## src/rtl/rpwc_div.sv

```systemverilog
// Restoring divider, one quotient bit per cycle.
module rpwc_div #(
    parameter int N_W = 38,
    parameter int D_W = 19
) (
    input  logic           i_clk,
    input  logic           i_rst_n,
    input  logic           i_start,
    input  logic [N_W-1:0] i_dividend,
    input  logic [D_W-1:0] i_divisor,
    output logic           o_done,
    output logic [N_W-1:0] o_quot
);

    localparam int CW = (N_W > 1) ? $clog2(N_W) : 1;
    localparam logic [CW-1:0] LAST_STEP = CW'(N_W - 1);

    logic          r_busy;
    logic          r_done;
    logic [CW-1:0] r_cnt;
    logic [N_W-1:0] r_num;
    logic [D_W-1:0] r_rem;
    logic [D_W-1:0] r_den;

    logic [D_W:0]   w_trial;
    logic           w_fit;
    logic [D_W-1:0] w_rem;

    // Shift in the next dividend bit and try the subtract
    assign w_trial = {r_rem, r_num[N_W-1]};
    assign w_fit   = (w_trial >= {1'b0, r_den});
    assign w_rem   = w_fit ? D_W'(w_trial - {1'b0, r_den}) : w_trial[D_W-1:0];

    always_ff @(posedge i_clk) begin
        if (!i_rst_n) begin
            r_busy <= 1'b0;
            r_done <= 1'b0;
            r_cnt  <= '0;
        end else begin
            r_done <= 1'b0;
            if (i_start) begin
                // Load operands
                r_busy <= 1'b1;
                r_cnt  <= '0;
                r_num  <= i_dividend;
                r_den  <= i_divisor;
                r_rem  <= '0;
            end else if (r_busy) begin
                // Advance one bit; quotient bits fill the vacated dividend bits
                r_rem <= w_rem;
                r_num <= {r_num[N_W-2:0], w_fit};
                r_cnt <= r_cnt + 1'b1;
                if (r_cnt == LAST_STEP) begin
                    r_busy <= 1'b0;
                    r_done <= 1'b1;
                end
            end
        end
    end

    assign o_done = r_done;
    assign o_quot = r_num;

endmodule

```

## config.mk

```make
export PLATFORM = sky130hd
export DESIGN_NAME = rpwc_div
export DESIGN_NICKNAME = d
export VERILOG_FILES = /design/src/rtl/rpwc_div.sv
export SDC_FILE = /design/constraint.sdc
export NUM_CORES = 1
export LEC_CHECK = 0
export BUFFER_PORTS_ARGS = -buffer_cell sky130_fd_sc_hd__buf_4
export CORE_MARGIN = 1
export CORE_UTILIZATION = 49
export CTS_BUF_LIST = sky130_fd_sc_hd__clkbuf_16
export CTS_CLUSTER_SIZE = 28
export DETAILED_ROUTE_END_ITERATION = 10
export PLACE_DENSITY_LB_ADDON = 0.12
export SETUP_SLACK_MARGIN = 0.2
export SYNTH_ARGS = -nofsm -noshare
export SYNTH_HDL_FRONTEND = slang
export SYNTH_SLANG_ARGS = --single-unit
```

## constraint.sdc

```tcl
create_clock -name i_clk -period 2.5 [get_ports i_clk]
set_clock_uncertainty 0.1 [all_clocks]
set_input_delay 0.5 -clock i_clk [delete_from_list [all_inputs] [get_ports i_clk]]
set_output_delay 0.5 -clock i_clk [all_outputs]
set_load 0.02 [all_outputs]
```

==> qor.csv, run 1 <==
stage;metric;value;unit
status;outcome;finished with violations;
status;failing checks;setup timing;
final_layout;Util after Layout;70.8;%
clocking;root buf cell;clkbuf_16;
logic_synthesis;count of cell types in the netlist;55;
placement;PortBufs;98;
sta;min Tclk post-route;2.63;ns
detailed_routing;Post-route DRC;0;
detailed_routing;DR vias/cell;5.28;
clocking;maximum clock insertion buffer count;2;
final_layout;Ant. Diodes;0;
global_route;global-route wire length before repair;15800;µm
logic_synthesis;Seq/Total Area, Yosys;55.2;%
die;die width;97.1;µm
global_route;largest net degree at the start of global routing;40;
final_layout;most frequent cells in the layout;147 x buf_4, 76 x edfxtp_1, 37 x mux2_2;
clocking;total number of H-tree levels;3;
final_layout;share of layout cells above drive strength 1;47.2;%
setup_path;crit path launch type;register;
worst_hold_path;worst hold-check path type;in -> reg;
global_route;total track usage;21.4;%
final_layout;design area;6180;µm²
setup_path;Setup CP Type;reg -> reg;
detailed_routing;DRT Pass-1 Iters;4;
logic_synthesis;Synth Instances;361;
setup_path;Worst EP required;2.60;ns
power_and_ir_drop;Peak VDD IR;0.451;mV
clocking;clock sinks;84;
sta;Max Freq;380;MHz
sta;final-report max-slew violation count;0;
final_layout;area of the multi-input gates;2010;µm²
logic_synthesis;yosys warns;0;
logic_synthesis;ys async rst share;0;%
clocking;Worst-path clk slew;0.07;ns
detailed_routing;Vias;3299;
sta;period utilisation layout;105;%
clocking;total CTS buffers;9;
final_layout;Nets;594;
detailed_routing;Post-DRT Antenna Nets;0;
global_route;grt ovf;0;
detailed_routing;post-DR wirelength/cell;15.8;µm
sta;Fin. Hold Viols;0;
placement;detailed placement HPWL;7110;µm
die;Initial Util;50.8;%
die;site row count;34;
placement;dpl cell area;5650;µm²
logic_synthesis;ys flop type;edfxtp_1;
clocking;worst skew pair latency;0.34;ns
clocking;CTS tree;yes;
final_layout;synthesis-to-layout area growth;39.5;%
job;max-cap violations;0;
die;die area;9420;µm²
sta;worst-margin pin slew;0.387;ns
final_layout;filler cell count;597;
setup_path;Max FO, Critical Path;6;
setup_path;Worst setup EP type;register;
sta;worst setup margin;-0.134;ns
die;IO Pins;99;
sta;Final Setup Violations;5;
logic_synthesis;Avg Cell Area, Syn;12.3;µm²
power_and_ir_drop;P_leak;2.52;nW
logic_synthesis;synthesized flop and latch total;84;
placement;routability-driven placement congestion ratio;0.863;
sta;Slew Limit Headroom;73.9;%
sta;RSZ-0062 raised after global routing;true;
final_layout;FF+latch area;2440;µm²
global_route;initial antenna violation count;0;
clocking;CTS Hold Bufs;0;
sta;Hold WS;0.229;ns
die;Die H;97.1;µm
die;core box area;8720;µm²
logic_synthesis;number of synthesized flops with an enable pin;76;
logic_synthesis;synthesized area;4430;µm²
detailed_routing;total routed wirelength;9850;µm
power_and_ir_drop;power per cell area;681;nW/µm²
global_route;vias in the first global route;3329;
logic_synthesis;syn nets;443;
detailed_routing;first-iteration detailed-routing DRC count;127;
final_layout;most common cell after layout, fill and taps aside;buf_4;
setup_path;Critical Path AT;2.74;ns
==> logic make-up after synthesis <==
family          after synthesis  share of synthesized area (%)
simple gates                 83                           9.21
compound gates               72                           10.7
buf+inv                      38                           3.98
flops                        84                           55.2
mux                          43                           10.8
xor+xnor                     19                           3.76
fa+ha+maj                    22                           6.39
==> per-layer routing <==
layer | up-vias | global-route usage [%] | share of wire, %
met4 | 0 | 8.27 | 2.0
met2 | 96 | 34.8 | 47
met5 | - | 0 | 0
li1 | 1645 | - | -
met1 | 1543 | 26.6 | 45
met3 | 15 | 6.62 | 6.6
==> final timing paths <==
check                   startpoint                       to  slack, ns  depth (start not counted)
max             r_den[0]$_DFFE_PP_  r_rem[18]$_SDFFCE_PP0P_      -0.13                         10
min                   i_divisor[9]       r_den[9]$_DFFE_PP_       0.23                          1
max reg2reg     r_den[0]$_DFFE_PP_  r_rem[18]$_SDFFCE_PP0P_      -0.13                         10
min reg2reg  r_cnt[5]$_SDFFE_PP0P_        o_done$_SDFF_PP0_       0.41                          2
==> power breakdown <==
group	total (W)	internal (W)	switching, W
Clock	0.00136	0.000778	0.000584
Combinational	0.00112	0.000581	0.000539
Sequential	0.00172	0.00167	0.0000575
Total	0.00421	0.00303	0.00118
==> critical path, stage by stage, from the launching register on <==
cell and delay [ns]:
edfxtp_1 0.41, ha_4 0.19, fa_2 0.37, nor2b_4 0.16
o21bai_2 0.08, a32oi_2 0.26, a311oi_2 0.15, and2_4 0.18
buf_4 0.16, a2111o_1 0.30, a21oi_2 0.13
==> sequential cells by signal (all words and copies together), names as in the netlist <==
name,flops
r_den,19
o_done,1
o_quot,38
r_rem,19
r_cnt,6
r_busy,1
==> synth_stat cells, types with 6 or more instances <==
| library cell | count | area [µm²] |
|---|---|---|
| mux2i_1 | 6 | 60.1 |
| inv_1 | 25 | 93.8 |
| ha_1 | 21 | 263 |
| edfxtp_1 | 76 | 2280 |
| o21ai_1 | 9 | 45.0 |
| xor2_1 | 9 | 78.8 |
| nor3_1 | 6 | 30.0 |
| o21a_1 | 7 | 52.6 |
| o21ai_0 | 7 | 35.0 |
| nand3_1 | 9 | 45.0 |
| nand2_1 | 17 | 63.8 |
| a21oi_1 | 19 | 95.1 |
| nor2_1 | 25 | 93.8 |
| mux2_2 | 37 | 417 |
| xnor2_1 | 10 | 87.6 |
| dfxtp_1 | 8 | 160 |
==> per-stage QoR <==
step | instances | power [W] | setup WS, ns | setup TNS [ns]
after global placement | 602 | 0.00274 | -0.152 | -1.01
final | 625 | 0.00421 | -0.134 | -0.284
after floorplan | 361 | 0.00237 | -0.188 | -2.92
after global routing | 625 | 0.00439 | -0.215 | -1.99
after CTS | 624 | 0.00418 | -0.127 | -0.304
after detailed placement | 602 | 0.00276 | -0.180 | -1.66
==> what timing repair did <==
item / in CTS / in global routing
endpoints found under the setup margin: 20 / 20
buffers inserted: 6 / 1
cloned: 0 / 0
gates resized for setup: 17 / 13
pin swaps: 1 / 2
==> final cells by class <==
type,instances,area share (%)
repair buffers,152,19.3
multi-input cells,239,32.6
clock inverters,7,1.19
clock buffers,9,3.65
flip-flops and latches,84,39.5
inverters,26,1.58
well taps,108,2.19
Power figures use the tool's default switching activity.
==> run 2, diff against run 1 <==
--- a/config.mk
+++ b/config.mk
@@ -7,8 +7,9 @@
 export LEC_CHECK = 0
 export BUFFER_PORTS_ARGS = -buffer_cell sky130_fd_sc_hd__buf_4
 export CORE_MARGIN = 1
-export CORE_UTILIZATION = 49
+export CORE_UTILIZATION = 43
 export CTS_BUF_LIST = sky130_fd_sc_hd__clkbuf_16
+export CTS_CLUSTER_DIAMETER = 120
 export CTS_CLUSTER_SIZE = 28
 export DETAILED_ROUTE_END_ITERATION = 10
 export PLACE_DENSITY_LB_ADDON = 0.12
==> run 2 against run 1 <==
  * The run still ends with setup timing left
  * First-iteration DRC count down 30%
  * Sequential cell count is the same
  * Clock-buffer cell count is the same
  * Critical endpoint unchanged
==> qor.csv, run 2 (synthesized netlist as in run 1, its figures left out) <==
stage;metric;value;unit
power_and_ir_drop;power per cell area;655;nW/µm²
final_layout;Nets;597;
die;die area;10700;µm²
detailed_routing;Post-route DRC;0;
sta;final-report max-slew violation count;0;
final_layout;most common cell after layout, fill and taps aside;buf_4;
clocking;total number of H-tree levels;3;
setup_path;Max FO, Critical Path;3;
final_layout;max reg flops;38;
sta;worst-margin pin slew;0.454;ns
final_layout;Util after Layout;63.6;%
worst_hold_path;min-delay src;i_divisor[17];
worst_hold_path;worst hold-check path type;in -> reg;
final_layout;most frequent cells in the layout;148 x buf_4, 76 x edfxtp_1, 37 x mux2_2;
setup_path;reg2reg setup slack;-0.10;ns
setup_path;Max stage delay on crit path;0.52;ns
setup_path;crit-path most repeated cell;a21oi_2;
clocking;worst skew pair latency;0.33;ns
detailed_routing;post-DR wirelength/cell;15.1;µm
final_layout;synthesis-to-layout area growth;41.6;%
die;Die H;103;µm
sta;Max Freq;384;MHz
status;outcome;finished with violations;
setup_path;Critical Path AT;2.70;ns
clocking;root buf cell;clkbuf_16;
global_route;global-route wire length before repair;15700;µm
setup_path;Worst EP required;2.60;ns
clocking;CTS Hold Bufs;0;
final_layout;area of the multi-input gates;2080;µm²
setup_path;Critical R2R Capture;r_rem[18]$_SDFFCE_PP0P_;
placement;DP Worst Slack;-0.186;ns
setup_path;Critical R2R Launch;r_rem[4]$_SDFFCE_PP0P_;
detailed_routing;total routed wirelength;9890;µm
placement;routability-driven placement congestion ratio;0.882;
die;Initial Util;44.9;%
setup_path;crit path launch type;register;
sta;worst setup margin;-0.101;ns
power_and_ir_drop;Peak VDD IR;0.455;mV
final_layout;FF+latch area;2440;µm²
detailed_routing;first-iteration detailed-routing DRC count;89;
global_route;grt ovf;0;
setup_path;CP cell instances;ha_1 -> buf_4 -> or2_1 -> nand3_2 -> a21oi_2 -> or4_4 -> and4_1 -> a2111o_1 -> a21oi_2;
setup_path;Worst setup EP type;register;
setup_path;R2R cell count;9;
die;core box area;9860;µm²
detailed_routing;metal3 WL;631;µm
global_route;largest net degree at the start of global routing;43;
detailed_routing;Post-DRT Antenna Nets;0;
global_route;initial antenna violation count;0;
sta;Final Setup Violations;19;
detailed_routing;M1 WL;4530;µm
setup_path;Slowest cell on crit path;or4_4;
detailed_routing;DR vias/cell;5.11;
sta;min Tclk post-route;2.60;ns
sta;Hold WS;0.238;ns
job;max-cap violations;0;
placement;detailed placement HPWL;7130;µm
sta;RSZ-0062 raised after global routing;true;
die;IO Pins;99;
detailed_routing;routed wl met2;4620;µm
power_and_ir_drop;P_leak;2.55;nW
status;failing checks;setup timing;
final_layout;filler cell count;735;
die;die width;103;µm
detailed_routing;Vias;3335;
final_layout;Ant. Diodes;0;
sta;Fin. Hold Viols;0;
sta;Slew Limit Headroom;69.7;%
global_route;total track usage;19.6;%
clocking;Worst-path clk slew;0.07;ns
clocking;CTS tree;yes;
detailed_routing;DRT Pass-1 Iters;4;
clocking;maximum clock insertion buffer count;2;
global_route;vias in the first global route;3354;
setup_path;Setup CP Type;reg -> reg;
worst_hold_path;WHS Path Cells;1;
clocking;clock sinks;84;
final_layout;share of layout cells above drive strength 1;48.8;%
worst_hold_path;Worst Hold End;r_den[17]$_DFFE_PP_;
placement;PortBufs;98;
sta;period utilisation layout;104;%
detailed_routing;top layer in use;met4;
die;site row count;36;
clocking;total CTS buffers;9;
[run 2: cell type report]
class	instances	area share, %
sequential	84	39.0
multi-input combinational	239	33.2
timing repair buffer	155	19.4
clock buffer	9	3.59
tap	133	2.65
inverter	26	1.56
clock inverter	7	0.698
[run 2: layer usage]
layer / global-route usage, % / vias to the layer above
li1: - / 1653
met1: 25.4 / 1574
met2: 30.9 / 97
met3: 6.59 / 11
met4: 6.72 / 0
met5: 0 / -
[run 2: how the worst max path moves through the flow]
stage / endpoint / slack [ns] / depth (start not counted) / start
CTS: r_rem[18]$_SDFFCE_PP0P_ / -0.14 / 10 / o_quot[37]$_DFFE_PP_
detailed placement: r_rem[18]$_SDFFCE_PP0P_ / -0.19 / 7 / r_rem[8]$_SDFFCE_PP0P_
global placement: r_rem[18]$_SDFFCE_PP0P_ / -0.17 / 7 / r_rem[8]$_SDFFCE_PP0P_
floorplan: r_rem[14]$_SDFFCE_PP0P_ / -0.19 / 12 / o_quot[37]$_DFFE_PP_
global route: r_rem[18]$_SDFFCE_PP0P_ / -0.17 / 10 / o_quot[37]$_DFFE_PP_
finish: r_rem[18]$_SDFFCE_PP0P_ / -0.10 / 9 / r_rem[4]$_SDFFCE_PP0P_
[run 2: per-stage QoR]
step | setup TNS, ns | std cells | power [W] | area [µm²]
2_1_floorplan | -2.92 | 361 | 0.00237 | 4470
3_3_place_gp | -1.21 | 630 | 0.00275 | 5690
3_5_place_dp | -2.16 | 630 | 0.00277 | 5690
4_1_cts | -0.994 | 648 | 0.00408 | 6120
5_1_grt | -2.55 | 653 | 0.00432 | 6270
6_report | -0.645 | 653 | 0.00410 | 6270
[run 2: what timing repair did]
item                       4_1_cts  5_1_grt
setup buffers                    2        5
gates resized for setup         28       18
hold endpoints to repair         0        0
setup endpoints to repair       20       20
pin swaps                       27       13
[run 2: where the power goes]
group          leakage [nW]  internal, W  switching, W
logic                  1.64     0.000608      0.000556
clock network         0.127     0.000667      0.000546
registers             0.791      0.00167     0.0000599
[run 2: critical path, delay by kind of cell, from the launching register on]
kind                     cells  cell delay (ns)
buffers and inverters        1             0.15
AO/OA/AOI/OAI                3             0.45
adder cells (fa/ha/maj)      1             0.32
flip-flops                   1             0.39
AND/OR/NAND/NOR              4             1.06
==> run 3, diff against run 2 <==
--- a/config.mk
+++ b/config.mk
@@ -5,6 +5,7 @@
 export SDC_FILE = /design/constraint.sdc
 export NUM_CORES = 1
 export LEC_CHECK = 0
+export ABC_AREA = 1
 export BUFFER_PORTS_ARGS = -buffer_cell sky130_fd_sc_hd__buf_4
 export CORE_MARGIN = 1
 export CORE_UTILIZATION = 43
==> run 3 against run 2 <==
  * The flow now finishes without violations
  * Final cell count is 27% higher
  * Register-to-register slack improved by 0.35 ns
  * Combinational power fell by 8%
  * Sequential cell count unchanged
  * Worst hold slack got worse by 0.0063 ns
  * Core utilization decreased by 3.2 points
  * Critical path depth is 2 higher
  * Sequential share of layout area fell by 0.29 points
  * Design area grew 0.76%
  * Clock-buffer cell count unchanged
  * Via count grew 24%
  * Fmax up 16%
  * Largest power group unchanged
==> qor.csv, run 3 <==
stage;metric;value;unit
power_and_ir_drop;total power;0.00416;W
status;outcome;complete, no violations;
sta;Final Setup Violations;0;
worst_hold_path;worst hold-check path type;in -> reg;
detailed_routing;total routed wirelength;11600;µm
logic_synthesis;Synth area leader;edfxtp_1;
power_and_ir_drop;internal power;0.00290;W
logic_synthesis;syn nets;655;
power_and_ir_drop;P_leak;2.97;nW
clocking;root buf cell;clkbuf_16;
final_layout;filler cell count;936;
die;die width;107;µm
die;site row count;37;
logic_synthesis;share of the synthesized area in the top cell type;48.5;%
sta;worst-margin pin slew;0.462;ns
logic_synthesis;Synth Instances;573;
setup_path;Worst setup EP type;register;
logic_synthesis;Avg Cell Area, Syn;8.21;µm²
logic_synthesis;synth cell count leaders;215 x nand2_1, 76 x edfxtp_1, 76 x inv_1;
detailed_routing;first-iteration detailed-routing DRC count;176;
die;IO Pins;99;
die;Die H;107;µm
final_layout;Util after Layout;60.4;%
die;core box area;10500;µm²
logic_synthesis;yosys warns;0;
global_route;vias in the first global route;3957;
logic_synthesis;synthesized area;4700;µm²
setup_path;Critical R2R Capture;r_rem[2]$_SDFFCE_PP0P_;
sta;Hold WS;0.231;ns
die;die area;11400;µm²
die;Initial Util;45.0;%
clocking;Worst-path clk slew;0.07;ns
power_and_ir_drop;Clk pwr share;32.7;%
placement;PortBufs;98;
final_layout;max reg flops;38;
setup_path;Worst EP required;2.49;ns
detailed_routing;DRT Pass-1 Iters;4;
final_layout;Ant. Diodes;0;
setup_path;Max stage delay on crit path;0.38;ns
worst_hold_path;Worst Hold End;r_den[16]$_DFFE_PP_;
final_layout;most frequent cells in the layout;208 x nand2_1, 111 x buf_4, 76 x edfxtp_1;
power_and_ir_drop;Combinational Power Share;25.7;%
setup_path;Setup CP Type;reg -> reg;
setup_path;Critical Path AT;2.25;ns
logic_synthesis;top post-synthesis cells by area;edfxtp_1 49%, nand2_1 17%, inv_1 6.1%, ha_1 5.6%, nor2_1 5.3%;
clocking;clock sinks;84;
sta;final-report max-slew violation count;0;
sta;setup TNS;0;ns
detailed_routing;Post-DRT Antenna Nets;0;
setup_path;Max FO, Critical Path;6;
final_layout;share of layout cells above drive strength 1;26.3;%
logic_synthesis;top-count cell post-synth;nand2_1;
power_and_ir_drop;power per cell area;658;nW/µm²
worst_hold_path;WHS Path Cells;1;
global_route;grt ovf;0;
power_and_ir_drop;Switching Share;30.3;%
power_and_ir_drop;register share of total power;41.5;%
setup_path;Slowest cell on crit path;edfxtp_1;
global_route;initial antenna violation count;0;
logic_synthesis;number of synthesized flops with an enable pin;76;
final_layout;synthesis-to-layout area growth;34.3;%
logic_synthesis;ys async rst share;0;%
logic_synthesis;synthesized flop and latch total;84;
final_layout;Nets;769;
sta;Slew Limit Headroom;69.1;%
power_and_ir_drop;Peak VDD IR;0.318;mV
detailed_routing;DR vias/cell;4.98;
clocking;worst skew pair latency;0.34;ns
sta;RSZ-0062 raised after global routing;true;
global_route;total track usage;20.7;%
setup_path;crit path launch type;register;
sta;Max Freq;444;MHz
sta;period utilisation layout;90.1;%
worst_hold_path;min-delay src;i_divisor[16];
final_layout;area of the multi-input gates;2190;µm²
logic_synthesis;ys flop type;edfxtp_1;
placement;placed insts;801;
final_layout;post-route insts no fill;828;
global_route;global-route wire length before repair;18400;µm
clocking;CTS Hold Bufs;0;
setup_path;R2R cell count;11;
setup_path;CP cell instances;inv_1 -> ha_4 -> nand2_2 -> nor2_1 -> nand3_1 -> o21ai_2 -> nor2_4 -> nand2_8 -> clkbuf_16 -> o21ai_0 -> nor2_1;
clocking;total number of H-tree levels;3;
setup_path;family with the most delay on the worst path;simple AND/OR/NAND/NOR gates;
setup_path;reg2reg setup slack;0.25;ns
sta;Fin. Hold Viols;0;
final_layout;most common cell after layout, fill and taps aside;nand2_1;
logic_synthesis;Seq/Total Area, Yosys;51.9;%
detailed_routing;post-DR wirelength/cell;14.0;µm
setup_path;Critical R2R Launch;r_den[6]$_DFFE_PP_;
placement;routability-driven placement congestion ratio;0.920;
global_route;largest net degree at the start of global routing;43;
clocking;maximum clock insertion buffer count;2;
job;max-cap violations;0;
detailed_routing;Vias;4125;
placement;detailed placement HPWL;7790;µm
sta;min Tclk post-route;2.25;ns
logic_synthesis;count of cell types in the netlist;32;
clocking;CTS tree;yes;
setup_path;crit path buf inv count;2;
clocking;total CTS buffers;9;
setup_path;crit-path most repeated cell;nor2_1;
power_and_ir_drop;Net Switching;0.00126;W
final_layout;FF+latch area;2440;µm²
detailed_routing;Post-route DRC;0;
-- run 3: cell count changes in the layout (fill, tap and decap cells not counted), sizes merged, moves of 6 or more --
cell	change
nand2	+204
o21ai	+7
xnor2	-9
nand3	+11
o21a	-7
buf	-41
inv	+53
nor2	+42
mux2	-37
mux2i	-6
-- run 3: final cells by class --
class	count	area share, %
Sequential cell	84	38.7
Multi-Input combinational cell	399	34.7
Timing Repair Buffer	115	14.5
Inverter	78	4.71
Clock buffer	9	3.57
Tap cell	136	2.69
Clock inverter	7	1.17
-- run 3: per-stage QoR --
step | area (µm²) | setup WS, ns
3_3_place_gp | 5630 | 0.172
3_5_place_dp | 5630 | 0.0619
6_report | 6320 | 0.248
2_1_floorplan | 4730 | 0.209
5_1_grt | 6320 | 0.139
4_1_cts | 5980 | 0.219
-- run 3: worst reg2reg max path: cells and delay by family, from the launching register on --
kind                       cells  cell delay (ns)
and+or+nand+nor                6             0.75
AOI/OAI and AO/OA              2             0.24
DFF                            1             0.38
adders and majority gates      1             0.24
buffers and inverters          2             0.31
-- run 3: what timing repair did --
item / 4_1_cts / 5_1_grt
pin swaps: 0 / 10
setup endpoints to repair: 13 / 19
cloned: 1 / 2
hold endpoints to repair: 0 / 0
setup buffers: 2 / 6
resized for setup: 8 / 53
-- run 3: cells by family after synthesis --
group	synth area share, %
compound gates	4.87
xor+xnor	1.68
fa+ha+maj	6.01
buf+inv	7.93
flops	51.9
simple gates	27.6
-- run 3: worst max path at each step --
stage | start | end | cells past startpoint
global route | r_den[6]$_DFFE_PP_ | r_rem[11]$_SDFFCE_PP0P_ | 11
detailed placement | o_quot[37]$_DFFE_PP_ | r_rem[5]$_SDFFCE_PP0P_ | 13
global placement | o_quot[37]$_DFFE_PP_ | r_rem[12]$_SDFFCE_PP0P_ | 13
CTS | r_den[6]$_DFFE_PP_ | r_rem[12]$_SDFFCE_PP0P_ | 13
finish | r_den[6]$_DFFE_PP_ | r_rem[2]$_SDFFCE_PP0P_ | 11
floorplan | i_start | o_quot[0]$_DFFE_PP_ | 4
-- run 3: metal layers --
metal	part of all wire (%)	wire, µm	track usage [%]	up-vias
li1	-	-	-	2057
met1	43	4990	26.6	1928
met2	48	5590	33.8	132
met3	7.6	882	6.20	8
met4	0.99	115	5.68	0
met5	0	0	0	-
-- run 3: power by group through the flow --
| stage | clock [W] | sequential, W | combinational, W |
|---|---|---|---|
| 3_3_place_gp | 0 | 0.00174 | 0.000880 |
| 3_5_place_dp | 0 | 0.00174 | 0.000895 |
| 6_report | 0.00136 | 0.00173 | 0.00107 |
| 4_1_cts | 0.00139 | 0.00171 | 0.000920 |
| 5_1_grt | 0.00143 | 0.00174 | 0.00118 |
| 2_1_floorplan | 0 | 0.00178 | 0.000565 |
